===== config.mk =====
export PLATFORM = sky130hd
export DESIGN_NAME = bfd_front
export DESIGN_NICKNAME = d
export VERILOG_FILES = /design/src/bfd_pkg.sv /design/src/bfd_front.sv
export SDC_FILE = /design/constraint.sdc
export NUM_CORES = 1
export LEC_CHECK = 0
export BUFFER_PORTS_ARGS = -buffer_cell sky130_fd_sc_hd__buf_2
export CAP_MARGIN = 20
export CELL_PAD_IN_SITES_DETAIL_PLACEMENT = 2
export CELL_PAD_IN_SITES_GLOBAL_PLACEMENT = 2
export CORE_MARGIN = 2
export CORE_UTILIZATION = 35
export DETAILED_ROUTE_END_ITERATION = 10
export GPL_TIMING_DRIVEN = 0
export PLACE_DENSITY_LB_ADDON = 0.12
export SYNTH_ARGS = -nofsm -noshare
export SYNTH_HDL_FRONTEND = slang
export SYNTH_SLANG_ARGS = --single-unit

===== constraint.sdc =====
create_clock -name clk -period 12 [get_ports clk]
set_input_delay 0.6 -clock clk [delete_from_list [all_inputs] [get_ports clk]]
set_output_delay 0.6 -clock clk [all_outputs]
set_load 0.02 [all_outputs]

===== src/bfd_pkg.sv =====
// Shared constants and types for the box filter downscaler.
`timescale 1ns / 1ps
package bfd_pkg;

    localparam int MAX_SRC = 1024;
    localparam int MAX_TGT = 256;
    localparam int SW_W    = 11;
    localparam int TW_W    = 9;
    localparam int POS_W   = 10;
    localparam int TX_W    = 8;
    localparam int BND_W   = 13;
    localparam int SUM_W   = 28;
    localparam int CNT_W   = 21;
    localparam int Q_DEPTH = 4;
    localparam int Q_AW    = 2;
    localparam int CH_W    = 8;

    typedef struct packed {
        logic [31:0]     pixel;
        logic [TX_W-1:0] col;
        logic [TX_W-1:0] row;
        logic            emit;
        logic            last;
    } item_t;

    typedef struct packed {
        logic [SUM_W-1:0] r;
        logic [SUM_W-1:0] g;
        logic [SUM_W-1:0] b;
        logic [SUM_W-1:0] a;
        logic [CNT_W-1:0] cnt;
    } acc_t;

endpackage


===== src/bfd_front.sv =====
// Front end: configuration registers, window tracking and pixel classification.
`timescale 1ns / 1ps
module bfd_front (
    input  logic              clk,
    input  logic              rst_n,
    input  logic              psel,
    input  logic              penable,
    input  logic              pwrite,
    input  logic [3:0]        paddr,
    input  logic [31:0]       pwdata,
    output logic [31:0]       prdata,
    output logic              restart,
    input  logic              s_tvalid,
    output logic              s_tready,
    input  logic [31:0]       s_tdata,
    output logic              push,
    output bfd_pkg::item_t    push_item,
    input  logic              q_full
);
    import bfd_pkg::*;

    localparam logic [1:0] REG_SW = 2'd0;
    localparam logic [1:0] REG_SH = 2'd1;
    localparam logic [1:0] REG_TW = 2'd2;
    localparam logic [1:0] REG_TH = 2'd3;

    logic [SW_W-1:0] sw_reg, sh_reg;
    logic [TW_W-1:0] tw_reg, th_reg;
    logic [POS_W-1:0] sx_reg, sy_reg;
    logic [TX_W-1:0]  x_reg, y_reg;
    logic signed [BND_W-1:0] d_reg, e_reg;

    logic [SW_W-1:0] sw_eff, sh_eff;
    logic [TW_W-1:0] tw_c, th_c, tw_eff, th_eff;
    logic signed [BND_W-1:0] d_cur, e_cur, sw_s, sh_s, tw_s, th_s;
    logic col_close, row_close, row_wrap, frame_wrap, wr;

    function automatic logic [SW_W-1:0] clamp_src(input logic [SW_W-1:0] v);
        if (v == '0)
            return SW_W'(1);
        else if (v > SW_W'(MAX_SRC))
            return SW_W'(MAX_SRC);
        else
            return v;
    endfunction

    function automatic logic [TW_W-1:0] clamp_tgt(input logic [TW_W-1:0] v);
        if (v == '0)
            return TW_W'(1);
        else if (v > TW_W'(MAX_TGT))
            return TW_W'(MAX_TGT);
        else
            return v;
    endfunction

    assign wr = psel && penable && pwrite;
    assign restart = wr;

    always_comb
    begin
        case (paddr[3:2])
            REG_SW:  prdata = {{(32-SW_W){1'b0}}, sw_reg};
            REG_SH:  prdata = {{(32-SW_W){1'b0}}, sh_reg};
            REG_TW:  prdata = {{(32-TW_W){1'b0}}, tw_reg};
            REG_TH:  prdata = {{(32-TW_W){1'b0}}, th_reg};
            default: prdata = '0;
        endcase
    end

    always_comb
    begin
        sw_eff = clamp_src(sw_reg);
        sh_eff = clamp_src(sh_reg);
        tw_c   = clamp_tgt(tw_reg);
        th_c   = clamp_tgt(th_reg);
        tw_eff = ({2'b0, tw_c} > sw_eff) ? sw_eff[TW_W-1:0] : tw_c;
        th_eff = ({2'b0, th_c} > sh_eff) ? sh_eff[TW_W-1:0] : th_c;
        sw_s = $signed({2'b0, sw_eff});
        sh_s = $signed({2'b0, sh_eff});
        tw_s = $signed({4'b0, tw_eff});
        th_s = $signed({4'b0, th_eff});
        // window end test kept as (s+2)*t - (x+1)*S, positive when the window closes
        d_cur = (sx_reg == '0) ? (tw_s + tw_s - sw_s) : d_reg;
        e_cur = (sy_reg == '0) ? (th_s + th_s - sh_s) : e_reg;
        col_close  = d_cur > 0;
        row_close  = e_cur > 0;
        row_wrap   = ({1'b0, sx_reg} + SW_W'(1)) >= sw_eff;
        frame_wrap = ({1'b0, sy_reg} + SW_W'(1)) >= sh_eff;
    end

    assign s_tready = !q_full;
    assign push     = s_tvalid && !q_full;

    always_comb
    begin
        push_item.pixel = s_tdata;
        push_item.col   = x_reg;
        push_item.row   = y_reg;
        push_item.emit  = col_close && row_close;
        push_item.last  = col_close && row_close
                          && (({1'b0, x_reg} + TW_W'(1)) == tw_eff)
                          && (({1'b0, y_reg} + TW_W'(1)) == th_eff);
    end

    always_ff @(posedge clk or negedge rst_n)
    begin
        if (!rst_n)
        begin
            sw_reg <= SW_W'(1);
            sh_reg <= SW_W'(1);
            tw_reg <= TW_W'(1);
            th_reg <= TW_W'(1);
            sx_reg <= '0;
            sy_reg <= '0;
            x_reg  <= '0;
            y_reg  <= '0;
            d_reg  <= '0;
            e_reg  <= '0;
        end
        else if (wr)
        begin
            case (paddr[3:2])
                REG_SW:  sw_reg <= pwdata[SW_W-1:0];
                REG_SH:  sh_reg <= pwdata[SW_W-1:0];
                REG_TW:  tw_reg <= pwdata[TW_W-1:0];
                REG_TH:  th_reg <= pwdata[TW_W-1:0];
                default: ;
            endcase
            sx_reg <= '0;
            sy_reg <= '0;
            x_reg  <= '0;
            y_reg  <= '0;
        end
        else if (push)
        begin
            if (row_wrap)
            begin
                sx_reg <= '0;
                x_reg  <= '0;
                if (frame_wrap)
                begin
                    sy_reg <= '0;
                    y_reg  <= '0;
                end
                else
                begin
                    sy_reg <= sy_reg + POS_W'(1);
                    if (row_close)
                    begin
                        y_reg <= y_reg + TX_W'(1);
                        e_reg <= e_cur + th_s - sh_s;
                    end
                    else
                        e_reg <= e_cur + th_s;
                end
            end
            else
            begin
                sx_reg <= sx_reg + POS_W'(1);
                if (col_close)
                begin
                    x_reg <= x_reg + TX_W'(1);
                    d_reg <= d_cur + tw_s - sw_s;
                end
                else
                    d_reg <= d_cur + tw_s;
            end
        end
    end

endmodule


==> impl_results.md <==
- # hold bufs at CTS: 0
- Leading area contributor after synthesis: dfrtp_1
- #FFs+latches synth: 102
- Crit. End Element: primary output
- Met3 wire length: 1142 um
- Final setup viols: 0
- CTS Buf Count: 9
- Via-to-Cell Ratio: 5.545
- GP Congestion: 0.8722
- DR iter-0 viols: 426
- Reg2reg setup slack: 3.49 ns
- Setup Buffers After CTS: 0
- R2r worst-path depth: 27
- Post-synth top cells: 150 x nand2_1, 104 x ha_1, 98 x dfrtp_1
- First-pass GRT wire length: 57560 um
- Die W: 173.5 um
- Part of the cycle the worst path needs: 0.7290
- Drt wl/cell: 21.47 um
- Setup Skew: 0.01581 ns
- Clk pin slew, worst setup/hold paths: 0.09 ns
- CP arrival: 8.15 ns
- HP Class: in -> async
- Row cnt: 62
- I/O pins: 160
- TritonCTS clock tree: built
- Psw: 0.002190 W
- Starting Density: 0.3532
- WS Path Type: reg -> out
- Area after DPL: 0.01105 mm^2
- Max-slew headroom: 0.2781
- Largest net degree at the start of global routing: 88
- Number of diodes: 0
- Post-synth EDFFs: 0
- Post-synth top area share: 0.2439
- Length of routed met2 wiring: 16620 um
- Synth Instances: 1177
- Power per cell area: 360.8 mW/mm^2
- Critical-path top delay cell: a2111oi_0
- Worst Tran Pin Value: 1.071 ns
- Final antenna-violating net count: 0
- Leakage: 5.385 nW
- # DRC: 0
- Final worst slack: 3.252 ns
- Fin. Hold Viols: 0
- Setup TNS: 0 ns
- VDD IR max: 0.2392 mV
- Internal: 0.001911 W
- Async set-reset flop share out of synthesis: 1.000
- Top post-synthesis cells by area: dfrtp_1 24%, ha_1 13%, nand2_1 5.6%
- HPWL Detailed: 28570 um
- Top_reg_cell synth: dfrtp_1
- Comb pwr share: 0.788
- WL final: 36040 um
- Setup WS pre-CTS: 3.532 ns
- Clock net sink count: 102
- P&R area growth vs syn: 13.07%
- CTS Buffer Depth: 2
- CP startpoint kind: register
- Netlist cell types: 70
- Part of the power in registers: 0.131
- Mapped cell area: 0.01005 mm^2
- GRT Total Usage: 0.2445
- Crit path largest cell delay: 0.69 ns
- IO Port Bufs: 81
- Initial antenna violation count: 0
- CP cell instances: inv_1 -> buf_1 -> nand2_1 -> ha_1 -> a211o_1 -> o31ai_1 -> clkbuf_1 -> mux2i_1 -> inv_1 -> ha_1 -> o21a_1 -> o211ai_1 -> a2111oi_0 -> o31ai_1 -> or4_1 -> o41a_1 -> buf_6 -> and2_1 -> o21ai_0 -> nor4_1 -> buf_2
- Max-cap violations: 0
- Fmax: 0.1143 GHz
- Final instance area: 0.01137 mm^2
- Final Slew Violations: 0
- Worst-skew pair later-pin latency: 0.39 ns
- Die H: 173.5 um
- Worst-path fanout max: 11
- Net Sw Frac: 0.5339
- Die area: 0.03010 mm^2
- Clk pwr share: 0.081
- Wire length on met1: 17790 um
- Status: finished, final reports clean
- Post-CTS sizing: 0
- H-tree depth: 3
- Fillers: 3298
- GRT Residual Overflow: 0
- RSZ-0062 raised after global routing: no
- Fin nets: 1475
- Required @ worst endpoint: 11.40 ns
- Layout Utilization: 0.3993
- Detailed Routing Iterations Pass 1: 4
- Vias: 9310
- Most frequent cell after synthesis: nand2_1
- Core Area: 0.02847 mm^2
- Synth Area per Inst: 8.543 um^2
- Fin crit period: 8.748 ns
- CTS Root Cell: clkbuf_16
- YS warnings: 0
- Uppermost routed layer: met4
- Vias in the first global route: 9894
- Sequential share of the synthesized area: 0.2544
- Layout cells sized above 1: 0.1761
## metrics by stage
stage               cells  total power [W]  hold WS (ns)
floorplan            1197         0.002932        0.3044
global placement     1662         0.003629        0.4670
detailed placement   1663         0.003759        0.4581
CTS                  1679         0.004123       0.03428
global route         1679         0.004546       0.03602
finish               1679         0.004101       0.03333
## cell usage in the layout, fill, tap and decap left out, types with 11 or more instances in the layout
master,netlist,routed
nor2b_1,15,15
a21o_1,24,24
o21a_1,12,12
o21ai_1,11,11
conb_1,1,21
mux2i_1,35,35
nand3_1,31,31
clkbuf_1,26,26
buf_4,53,53
nor4_1,13,13
nand2b_1,14,14
o21ai_0,93,93
and3_1,12,12
dfrtp_1,98,98
buf_2,7,87
ha_1,104,104
nor2_1,70,70
xor2_1,29,29
nor3_1,26,26
xnor2_1,53,53
mux2_2,42,42
nand2_1,150,150
inv_1,46,46
a21oi_1,53,53
## path summary, 6_finish.rpt
kind	start	end
worst max-delay path	sw_reg[10]	push_item[0]
worst min-delay path	rst_n	e_reg[11]
worst min register to register	e_reg[7]	e_reg[7]
worst max register to register	sw_reg[10]	d_reg[11]
max in group asynchronous	rst_n	tw_reg[0]
min in group clk	e_reg[7]	e_reg[7]
## layout make-up
cell class,count,area [um^2],share of cell area
inverters,46,172.7,0.01519
flip-flops and latches,102,2557,0.2250
plain buffers,89,556.8,0.04898
repair buffers,82,439.2,0.03863
multi-input cells,960,6843,0.6019
clock inverters,7,93.84,0.008254
well taps,384,480.5,0.04226
clock buffers,9,225.2,0.01981
## per-layer routing
layer	up-vias	global-route usage
met4	0	0.04908
met5	-	0
met3	20	0.02939
met2	157	0.4010
li1	4408	-
met1	4725	0.3468
## power by group through the flow
stage | sequential (W) | clock, W | combinational, W
final | 0.000537 | 0.000331 | 0.00323
after floorplan | 0.000503 | 0 | 0.00243
after global placement | 0.000540 | 0 | 0.00309
after detailed placement | 0.000542 | 0 | 0.00322
after global routing | 0.000549 | 0.000352 | 0.00364
after CTS | 0.000537 | 0.000339 | 0.00325
## worst max-delay path, delay by kind of cell (launching register included)
kind            cells  cell delay (ns)
mux                 1             0.39
buf+inv             6             1.92
compound gates      8             2.81
flops               1             0.51
simple gates        4             1.18
fa+ha+maj           2             0.91
## cell families after synthesis
group	after synthesis	synth area share
muxes	86	0.1020
xor gates and xnor gates	82	0.07143
buffers and inverters	135	0.07255
other	1	0.0003730
DFF	102	0.2544
AOI/OAI and AO/OA	287	0.1830
and+or+nand+nor	374	0.1748
adders and majority gates	110	0.1414
No activity file was read; power rests on OpenSTA's default activity.
