## src/bfd_pkg.sv

```systemverilog
// Shared constants and types for the box filter downscaler.
`timescale 1ns / 1ps
package bfd_pkg;

    localparam int MAX_SRC = 1024;
    localparam int MAX_TGT = 256;
    localparam int SW_W    = 11;
    localparam int TW_W    = 9;
    localparam int POS_W   = 10;
    localparam int TX_W    = 8;
    localparam int BND_W   = 13;
    localparam int SUM_W   = 28;
    localparam int CNT_W   = 21;
    localparam int Q_DEPTH = 4;
    localparam int Q_AW    = 2;
    localparam int CH_W    = 8;

    typedef struct packed {
        logic [31:0]     pixel;
        logic [TX_W-1:0] col;
        logic [TX_W-1:0] row;
        logic            emit;
        logic            last;
    } item_t;

    typedef struct packed {
        logic [SUM_W-1:0] r;
        logic [SUM_W-1:0] g;
        logic [SUM_W-1:0] b;
        logic [SUM_W-1:0] a;
        logic [CNT_W-1:0] cnt;
    } acc_t;

endpackage

```

## src/bfd_queue.sv

```systemverilog
// Short queue of classified pixels between the front and back ends.
`timescale 1ns / 1ps
module bfd_queue (
    input  logic           clk,
    input  logic           rst_n,
    input  logic           push,
    input  bfd_pkg::item_t push_item,
    output logic           full,
    input  logic           pop,
    output logic           head_valid,
    output bfd_pkg::item_t head_item
);
    import bfd_pkg::*;

    item_t slots [Q_DEPTH];
    logic [Q_AW-1:0] wp_reg, rp_reg;
    logic [Q_AW:0]   cnt_reg;

    assign full       = cnt_reg == (Q_AW+1)'(Q_DEPTH);
    assign head_valid = cnt_reg != '0;
    assign head_item  = slots[rp_reg];

    always_ff @(posedge clk)
    begin
        if (push)
            slots[wp_reg] <= push_item;
    end

    always_ff @(posedge clk or negedge rst_n)
    begin
        if (!rst_n)
        begin
            wp_reg  <= '0;
            rp_reg  <= '0;
            cnt_reg <= '0;
        end
        else
        begin
            if (push)
                wp_reg <= wp_reg + Q_AW'(1);
            if (pop)
                rp_reg <= rp_reg + Q_AW'(1);
            case ({push, pop})
                2'b10:   cnt_reg <= cnt_reg + (Q_AW+1)'(1);
                2'b01:   cnt_reg <= cnt_reg - (Q_AW+1)'(1);
                default: ;
            endcase
        end
    end

endmodule

```

## config.mk

```make
export PLATFORM = sky130hd
export DESIGN_NAME = bfd_queue
export DESIGN_NICKNAME = d
export VERILOG_FILES = /design/src/bfd_pkg.sv /design/src/bfd_queue.sv
export SDC_FILE = /design/constraint.sdc
export NUM_CORES = 1
export LEC_CHECK = 0
export ABC_AREA = 1
export BUFFER_PORTS_ARGS = -buffer_cell sky130_fd_sc_hd__buf_2
export CORE_AREA = 4 4 110 154
export DETAILED_ROUTE_END_ITERATION = 10
export DIE_AREA = 0 0 114 158
export HOLD_SLACK_MARGIN = 0.03
export PLACE_DENSITY = 0.85
export SLEW_MARGIN = 15
export SYNTH_ARGS = -nofsm -noshare
export SYNTH_HDL_FRONTEND = slang
export SYNTH_SLANG_ARGS = --single-unit
```

## constraint.sdc

```tcl
create_clock -name clk -period 3.1 [get_ports clk]
set_input_delay 0.775 -clock clk [delete_from_list [all_inputs] [get_ports clk]]
set_output_delay 0.775 -clock clk [all_outputs]
set_load 0.005 [all_outputs]
```

==> flow_metrics.py, run 1 <==
metrics = {
    "run": {
        "drv_cap": 0,
    },
    "drt": {
        "dr.pass1.iters": 4,
        "totalWireLength_um": 14900,
        "wl_per_cell_um": 14.3,
        "routed-wl-met2_um": 8060,
        "drcViolationCount": 0,
        "num_vias": 5167,
        "vias_per_cell": 4.94,
        "dr_wl_met3_um": 845,
        "drt_iter0_drc": 178,
        "topRoutingLayerUsed": "met5",
        "wl_met1_um": 5490,
        "drtAntennaViolNets": 0,
    },
    "timing": {
        "setup_tns_ns": 0,
        "hold_violations": 0,
        "post-route-min-period_ns": 2.82,
        "relSlewSlack": 0.589,
        "max_freq_mhz": 354,
        "finalSetupViolCount": 0,
        "period_share": 0.911,
        "rsz0062_at_grt": "no",
        "tightest_slew_ns": 0.616,
        "fin_skew_ns": 0.00534,
        "fin_ws_ns": 0.277,
        "maxSlewViolCount": 0,
    },
    "hold_path": {
        "hp-class": "input pin to asynchronous set/reset pin",
    },
    "critical_path": {
        "crit_type": "flop to output pin",
        "crit_arrival_ns": 2.05,
        "cp_max_fo": 57,
        "cp-start-kind": "flop",
        "cp-end-kind": "output pin",
        "worst_ep_required_time_ns": 2.32,
    },
    "clocking": {
        "clock_sinks": 207,
        "path_clk_slew_ns": 0.06,
        "cts_buffers": 19,
        "post_cts_buffers": 0,
        "cts.repair.resized": 0,
        "hold_buffers": 0,
        "clock_latency_ns": 0.47,
        "cts_root_buffer": "clkbuf_16",
        "cts_htree_levels": 1,
        "clk_path_buf_depth": 3,
        "cts_tree": "done",
    },
    "floorplanning": {
        "die_width_um": 114,
        "fp.dieH_um": 158,
        "coreArea_mm2": 0.0155,
        "start_util": 0.544,
        "io_pins": 106,
        "die-area_mm2": 0.0180,
        "core.rowCount": 54,
    },
    "synthesis": {
        "synth_area_mm2": 0.00845,
        "synth_mux_area_frac": 0,
        "ys_seq_area_frac": 0.731,
        "synth_cells": 730,
        "synth-seq-cells": 207,
        "synthSimpleGateAreaFrac": 0.141,
        "synth-compound-area-share": 0.0456,
        "synth_fa_ha_area_frac": 0.00977,
        "synth_warnings": 0,
        "syn_nets": 790,
        "yosys.cell_types.count": 18,
        "syn_avg_cell_area_um2": 11.6,
        "synth_top_family_by_area": "simple AND/OR/NAND/NOR gates",
        "synth_xor_area_frac": 0.00414,
    },
    "place": {
        "placed_cells": 1014,
        "place_ws_ns": 0.789,
        "gp_congestion": 0.775,
        "dp_hpwl_um": 9620,
        "io_buffers": 105,
    },
    "layout": {
        "final_util": 0.635,
        "final_cells": 1047,
        "fillCellCount": 1163,
        "final_common_cell": "nand2_1",
        "mostFrequentLayoutCells": "214 x nand2_1, 200 x edfxtp_1, 107 x inv_1, 105 x buf_2, 99 x nor2_1",
        "fin_nets": 899,
        "drive_gt1_frac": 0.178,
        "largest_reg_flops": 200,
        "area_growth_pct": 16.8,
    },
    "global_route": {
        "grt_max_degree": 58,
        "gr-total-overflow": 0,
        "grt_antenna_before_repair": 2,
        "track_usage": 0.166,
        "first_global_vias": 5099,
        "grt_pass1_wl_um": 23600,
    },
    "status": {
        "status": "finished clean",
    },
    "pwr": {
        "peakVddDrop_uv": 724,
        "total_power_w": 0.00905,
        "leakage_nw": 4.20,
        "p_per_area_mw_per_mm2": 917,
    },
}
-- metal layers --
layer	vias to the layer above	GRT usage
met5	-	0
met4	2	0.0679
met3	49	0.0329
met2	118	0.316
met1	2398	0.176
li1	2600	-
-- where the power goes --
group	leakage, nW	switching, W	internal [W]
combinational	1.99	0.00178	0.00115
sequential	1.92	0.000258	0.00366
clock	0.288	0.000893	0.00131
total	4.20	0.00293	0.00613
-- cells by family after synthesis --
kind of cell | after synthesis
flops | 207
compound gates | 52
fa+ha+maj | 6
buf+inv | 145
simple gates | 316
xor+xnor | 4
-- critical path: stages (launching register included) --
cell and delay (ns):
dfrtp_4 0.83, buf_12 0.28, nor2_1 0.09, nor2_1 0.10, nand2_1 0.06, nand2_1 0.08, buf_2 0.11
-- per-stage QoR --
step | cell area, um2 | hold slack (ns)
after detailed placement | 9280 | 0.459
after CTS | 9870 | 0.120
final | 9870 | 0.128
after global routing | 9870 | 0.122
after floorplan | 8450 | 0.442
after global placement | 9280 | 0.457
-- final timing paths --
kind / from / to / slack (ns) / depth (start not counted)
setup / recovery: rp_reg[0]$_DFFE_PN0P_ / head_item[36] / 0.28 / 6
hold / removal: rst_n / rp_reg[0]$_DFFE_PN0P_ / 0.13 / 1
setup reg to reg: wp_reg[0]$_DFFE_PN0P_ / slots[2][22]$_DFFE_PP_ / 1.39 / 5
hold reg to reg: cnt_reg[2]$_DFFE_PN0P_ / cnt_reg[2]$_DFFE_PN0P_ / 0.47 / 2
max in group asynchronous: rst_n / rp_reg[0]$_DFFE_PN0P_ / 2.80 / 1
min in group clk: cnt_reg[2]$_DFFE_PN0P_ / cnt_reg[2]$_DFFE_PN0P_ / 0.47 / 2
-- cells in the mapped netlist --
library cell,count,area share
buf_2,19,0.011
buf_4,3,0.0027
clkbuf_1,11,0.0049
dfrtp_1,7,0.021
edfxtp_1,200,0.71
fa_1,1,0.0024
ha_1,5,0.0074
inv_1,111,0.049
inv_2,1,0.00044
nand2_1,214,0.095
nand3_1,1,0.00059
nand4_1,1,0.00074
nor2_1,99,0.044
nor3_1,1,0.00059
o211ai_1,50,0.044
o21ai_0,2,0.0012
xnor2_1,1,0.0010
xor2_1,3,0.0031
-- final cells by class --
class                      count  area [um2]  area share
sequential                   207        6180       0.627
multi-input combinational    378        1690       0.172
timing repair buffer         121         733      0.0743
clock buffer                  25         508      0.0515
inverter                     112         422      0.0427
tap                          196         245      0.0248
clock inverter                 7        81.3     0.00824
antenna                        1        2.50    0.000254
Note: power is estimated with default switching activity, not from simulation.
==> inputs of run 2 (changes only) <==
==> constraint.sdc (replaced) <==
create_clock -name clk -period 3.65 [get_ports clk]
set_input_delay 0.9125 -clock clk [delete_from_list [all_inputs] [get_ports clk]]
set_output_delay 0.9125 -clock clk [all_outputs]
set_load 0.005 [all_outputs]
==> run 2 against run 1 <==
Against the previous run:
- clock skew rose by 0.0064 ns
- highest routed layer unchanged
- critical path type unchanged
- clock power decreased by 20%
- hold slack better by 0.14 ns
- final cell count fell by 0.57%
- routed wire length is 3.9% higher
- sequential cell count is the same
- power decreased by 16%
- sequential power decreased by 15%
- non-clock buffer count fell by 5
==> flow_metrics.py, run 2 (synthesized netlist as in run 1, its figures left out) <==
metrics = {
    "layout": {
        "largest_reg_flops": 200,
        "seq_area_mm2": 0.00618,
        "multi_input_area_mm2": 0.00169,
        "area_growth_pct": 15.6,
        "mostFrequentLayoutCells": "214 x nand2_1, 200 x edfxtp_1, 107 x inv_1, 105 x buf_2, 99 x nor2_1",
        "fin_nets": 894,
        "final_common_cell": "nand2_1",
        "drive_gt1_frac": 0.171,
        "final_cells": 1041,
        "fillCellCount": 1138,
    },
    "critical_path": {
        "cp-end-kind": "output pin",
        "worst_path_most_repeated_cell": "nand2_1",
        "slowest_stage": "clkinv_2",
        "cp_max_fo": 46,
        "crit_type": "flop to output pin",
        "worst_ep_required_time_ns": 2.74,
        "worstPathCellList": "clkinv_2 > buf_4 > nor2_1 > nand2_1 > nand2_1 > buf_2",
        "crit_arrival_ns": 2.25,
        "cp-start-kind": "flop",
        "slowest_delay_ns": 0.52,
    },
    "timing": {
        "max_freq_mhz": 317,
        "maxSlewViolCount": 0,
        "hold_violations": 0,
        "finalSetupViolCount": 0,
        "tightest_slew_ns": 0.697,
        "setup_tns_ns": 0,
        "post-route-min-period_ns": 3.16,
        "period_share": 0.866,
        "fin_skew_ns": 0.0117,
        "rsz0062_at_grt": "no",
        "relSlewSlack": 0.535,
    },
    "pwr": {
        "p_per_area_mw_per_mm2": 775,
        "peakVddDrop_uv": 553,
        "leakage_nw": 4.15,
    },
    "global_route": {
        "gr-usage-met1": 0.189,
        "gr-total-overflow": 0,
        "grt_use_met2": 0.330,
        "first_global_vias": 5133,
        "track_usage": 0.173,
        "grt_pass1_wl_um": 24600,
        "grt.busiest_layer": "met2",
        "grt_antenna_before_repair": 4,
        "grt_max_degree": 64,
        "grt_use_met3": 0.0287,
    },
    "hold_path": {
        "hp-class": "input pin to asynchronous set/reset pin",
    },
    "floorplanning": {
        "die-area_mm2": 0.0180,
        "io_pins": 106,
        "fp.dieH_um": 158,
        "start_util": 0.544,
        "coreArea_mm2": 0.0155,
        "core.rowCount": 54,
        "die_width_um": 114,
    },
    "place": {
        "placed_cells": 1009,
        "io_buffers": 105,
        "dp_hpwl_um": 9660,
        "gp_congestion": 0.775,
    },
    "run": {
        "drv_cap": 0,
    },
    "drt": {
        "drtAntennaViolNets": 0,
        "totalWireLength_um": 15500,
        "drt_iter0_drc": 244,
        "vias_per_cell": 4.98,
        "wl_per_cell_um": 14.9,
        "num_vias": 5181,
        "dr.pass1.iters": 4,
        "drcViolationCount": 0,
    },
    "clocking": {
        "cts.repair.resized": 0,
        "cts_htree_levels": 1,
        "hold_buffers": 0,
        "cts_root_buffer": "clkbuf_16",
        "clock_latency_ns": 0.47,
        "cts_buffers": 19,
        "post_cts_buffers": 0,
        "clk_path_buf_depth": 3,
        "path_clk_slew_ns": 0.06,
        "cts_tree": "done",
        "clock_sinks": 207,
    },
    "status": {
        "status": "finished clean",
    },
}
==> run 2: critical path, delay by kind of cell (launching register included) <==
kind	cells	cell delay (ns)
AND/OR/NAND/NOR	3	0.30
buffers and inverters	3	1.11
flip-flops	1	0.36
==> run 2: power by group <==
part | internal, W | total [W] | switching (W)
logic | 0.000924 | 0.00246 | 0.00153
clock network | 0.00102 | 0.00177 | 0.000759
registers | 0.00311 | 0.00334 | 0.000227
==> run 2: final timing paths <==
check	start	cells after the start	to	slack, ns
setup reg to reg	wp_reg[0]$_DFFE_PN0P_	5	slots[2][44]$_DFFE_PP_	1.82
max in group asynchronous	rst_n	1	rp_reg[0]$_DFFE_PN0P_	3.20
hold / removal	rst_n	1	rp_reg[1]$_DFFE_PN0P_	0.27
setup / recovery	rp_reg[1]$_DFFE_PN0P_	6	head_item[10]	0.49
min in group clk	cnt_reg[2]$_DFFE_PN0P_	2	cnt_reg[2]$_DFFE_PN0P_	0.49
hold reg to reg	cnt_reg[2]$_DFFE_PN0P_	2	cnt_reg[2]$_DFFE_PN0P_	0.49
==> run 2: routing by layer <==
layer,share of wire,wire [um],vias to the layer above
met1,0.37,5790,2441
met5,0.0022,34,-
met3,0.048,748,37
li1,-,-,2585
met2,0.55,8480,114
met4,0.031,488,4
==> run 2: cell type report <==
cell class	count	area share
Timing Repair Buffer	116	0.0686
Clock buffer	22	0.0498
Antenna cell	2	0.000512
Tap cell	196	0.0251
Multi-Input combinational cell	378	0.173
Sequential cell	207	0.633
Inverter	112	0.0432
Clock inverter	8	0.00628
==> run 2: stage by stage <==
stage / utilization / cell area (um2) / power, W / hold slack [ns] / setup WS, ns
2_1_floorplan: - / 8450 / 0.00491 / 0.442 / 1.04
3_3_place_gp: 0.593 / 9220 / 0.00576 / 0.459 / 1.03
3_5_place_dp: 0.593 / 9220 / 0.00587 / 0.470 / 0.943
4_1_cts: 0.628 / 9760 / 0.00764 / 0.260 / 0.438
5_1_grt: 0.629 / 9770 / 0.00807 / 0.271 / 0.297
6_report: 0.629 / 9770 / 0.00757 / 0.272 / 0.491
==> inputs of run 3 (changes only) <==
--- a/config.mk
+++ b/config.mk
@@ -5,13 +5,14 @@
 export SDC_FILE = /design/constraint.sdc
 export NUM_CORES = 1
 export LEC_CHECK = 0
-export ABC_AREA = 1
 export BUFFER_PORTS_ARGS = -buffer_cell sky130_fd_sc_hd__buf_2
-export CORE_AREA = 4 4 110 154
+export CAP_MARGIN = 20
+export CORE_AREA = 4 4 105 147
 export DETAILED_ROUTE_END_ITERATION = 10
-export DIE_AREA = 0 0 114 158
+export DIE_AREA = 0 0 109 151
 export HOLD_SLACK_MARGIN = 0.03
-export PLACE_DENSITY = 0.85
+export PLACE_DENSITY = 0.86
+export SKIP_CTS_REPAIR_TIMING = 1
 export SLEW_MARGIN = 15
 export SYNTH_ARGS = -nofsm -noshare
 export SYNTH_HDL_FRONTEND = slang
==> run 3 against run 2 <==
Against the previous run:
- via count is 35% lower
- first-iteration DRC count is 25% lower
- power is 7.1% lower
- cell area is 7.7% lower
- clock skew is 0.0046 ns lower
- clock power is 7% higher
- register-to-register slack worse by 0.07 ns
- highest routed layer unchanged
==> flow_metrics.py, run 3 <==
metrics = {
    "synthesis": {
        "syn_avg_cell_area_um2": 26.0,
        "async_reset_ff_frac": 0.0338,
        "synth-seq-cells": 207,
        "synth_top_flop_cell": "edfxtp_1",
        "synthDominantCellAreaShare": 0.783,
        "syn_nets": 355,
        "synth.largest_area_cell": "edfxtp_1",
        "ys_top_cells_by_area": "edfxtp_1 78%, mux4_2 14%, dfrtp_1 2.3%",
        "yosys.cell_types.count": 20,
        "synth_warnings": 0,
        "synth-edff-count": 200,
        "synth_area_mm2": 0.00767,
        "synth_common_cells": "200 x edfxtp_1, 48 x mux4_2, 7 x dfrtp_1",
        "synth_cells": 295,
        "ys_seq_area_frac": 0.806,
        "synth_most_common_cell": "edfxtp_1",
    },
    "timing": {
        "hold_violations": 0,
        "maxSlewViolCount": 0,
        "holdWs_ns": 0.268,
        "period_share": 0.861,
        "rsz0062_at_grt": "no",
        "fin_skew_ns": 0.00710,
        "post-route-min-period_ns": 3.14,
        "setup_tns_ns": 0,
        "tightest_slew_ns": 0.700,
        "relSlewSlack": 0.533,
        "finalSetupViolCount": 0,
        "max_freq_mhz": 318,
    },
    "pwr": {
        "p_sw_frac": 0.264,
        "seq_power_share": 0.476,
        "p_clk_frac": 0.268,
        "peakVddDrop_uv": 473,
        "p_comb_frac": 0.256,
        "internal-power_w": 0.00518,
        "leakage_nw": 3.12,
        "p_sw_w": 0.00186,
        "p_per_area_mw_per_mm2": 780,
        "total_power_w": 0.00703,
    },
    "floorplanning": {
        "core.rowCount": 52,
        "io_pins": 106,
        "die_width_um": 109,
        "die-area_mm2": 0.0165,
        "coreArea_mm2": 0.0142,
        "fp.dieH_um": 151,
        "start_util": 0.538,
    },
    "critical_path": {
        "crit_arrival_ns": 2.23,
        "cp-end-kind": "output pin",
        "crit_type": "flop to output pin",
        "worst_ep_required_time_ns": 2.74,
        "cp_max_fo": 20,
        "cp-start-kind": "flop",
    },
    "drt": {
        "vias_per_cell": 5.42,
        "drt_iter0_drc": 184,
        "wl_per_cell_um": 21.1,
        "totalWireLength_um": 13100,
        "dr.pass1.iters": 4,
        "num_vias": 3363,
        "drcViolationCount": 0,
        "drtAntennaViolNets": 0,
    },
    "clocking": {
        "clk_path_buf_depth": 3,
        "cts_buffers": 19,
        "clock_sinks": 207,
        "cts_tree": "done",
        "clock_latency_ns": 0.48,
        "cts_root_buffer": "clkbuf_16",
        "path_clk_slew_ns": 0.06,
        "cts_htree_levels": 1,
    },
    "layout": {
        "final_common_cell": "edfxtp_1",
        "seq_area_mm2": 0.00619,
        "fillCellCount": 968,
        "mostFrequentLayoutCells": "200 x edfxtp_1, 105 x buf_2, 48 x mux4_2, 19 x clkbuf_16",
        "area_growth_pct": 17.6,
        "drive_gt1_frac": 0.453,
        "fin_nets": 477,
        "final_util": 0.633,
        "final_cells": 620,
        "multi_input_area_mm2": 0.00134,
        "largest_reg_flops": 200,
    },
    "global_route": {
        "track_usage": 0.161,
        "gr-total-overflow": 0,
        "grt_antenna_before_repair": 3,
        "grt_max_degree": 42,
        "first_global_vias": 3669,
        "grt_pass1_wl_um": 19900,
    },
    "status": {
        "status": "finished clean",
    },
    "place": {
        "gp_congestion": 0.743,
        "io_buffers": 105,
        "dp_hpwl_um": 8310,
        "placed_cells": 585,
    },
    "run": {
        "drv_cap": 0,
    },
    "hold_path": {
        "hp-class": "input pin to asynchronous set/reset pin",
    },
}
==> run 3: cell count changes in the layout (fill, tap and decap cells not counted), sizes merged, moves of 2 or more <==
cell | before | now
inv | 111 | 4
clkinv | 7 | 9
xnor2 | 1 | 3
buf | 116 | 113
and2 | 0 | 4
nor2 | 99 | 1
nand2 | 214 | 2
mux4 | 0 | 50
o211ai | 50 | 0
==> run 3: final timing paths <==
| path | end | slack [ns] | cells after the start | from |
|---|---|---|---|---|
| max in group asynchronous | rp_reg[0]$_DFFE_PN0P_ | 3.19 | 1 | rst_n |
| max | head_item[34] | 0.51 | 3 | rp_reg[0]$_DFFE_PN0P_ |
| min reg2reg | cnt_reg[2]$_DFFE_PN0P_ | 0.52 | 1 | cnt_reg[2]$_DFFE_PN0P_ |
| max reg2reg | slots[0][39]$_DFFE_PP_ | 1.75 | 4 | wp_reg[0]$_DFFE_PN0P_ |
| min | cnt_reg[0]$_DFFE_PN0P_ | 0.27 | 1 | rst_n |
| min in group clk | cnt_reg[2]$_DFFE_PN0P_ | 0.52 | 1 | cnt_reg[2]$_DFFE_PN0P_ |
==> run 3: power by group through the flow <==
stage | sequential (W) | combinational [W] | clock (W)
2_1_floorplan | 0.00325 | 0.00132 | 0
3_3_place_gp | 0.00337 | 0.00181 | 0
3_5_place_dp | 0.00341 | 0.00185 | 0
4_1_cts | 0.00336 | 0.00185 | 0.00193
5_1_grt | 0.00340 | 0.00195 | 0.00203
6_report | 0.00335 | 0.00180 | 0.00189
==> run 3: cell type report <==
| cell class | instances | area share |
|---|---|---|
| Clock buffer | 21 | 0.0536 |
| Multi-Input combinational cell | 73 | 0.149 |
| Tap cell | 189 | 0.0262 |
| Sequential cell | 207 | 0.686 |
| Inverter | 3 | 0.00125 |
| Timing Repair Buffer | 113 | 0.0705 |
| Clock inverter | 13 | 0.0132 |
| Antenna cell | 1 | 0.000278 |
==> run 3: logic make-up after synthesis <==
| group | Yosys count | share of synthesized area |
|---|---|---|
| flops | 207 | 0.806 |
| buf+inv | 15 | 0.0197 |
| fa+ha+maj | 6 | 0.0108 |
| xor+xnor | 6 | 0.00686 |
| simple gates | 9 | 0.00653 |
| mux | 51 | 0.149 |
| compound gates | 1 | 0.000652 |
==> run 3: worst max-delay path, stage by stage (launching register included) <==
cell	delay, ns
dfrtp_4	0.69
buf_4	0.36
mux4_2	0.55
buf_2	0.14
==> run 3: through the flow <==
| step | worst slack [ns] | area (um2) |
|---|---|---|
| finish | 0.506 | 9010 |
| global route | 0.364 | 9010 |
| floorplan | 1.13 | 7670 |
| CTS | 0.447 | 9010 |
| global placement | 0.979 | 8410 |
| detailed placement | 0.961 | 8410 |
==> run 3: layer usage <==
metal,track usage,share of wire,vias to the layer above
met3,0.0299,0.051,29
met4,0.0619,0.028,4
li1,-,-,1505
met5,0,0.0020,-
met2,0.285,0.55,91
met1,0.195,0.37,1734
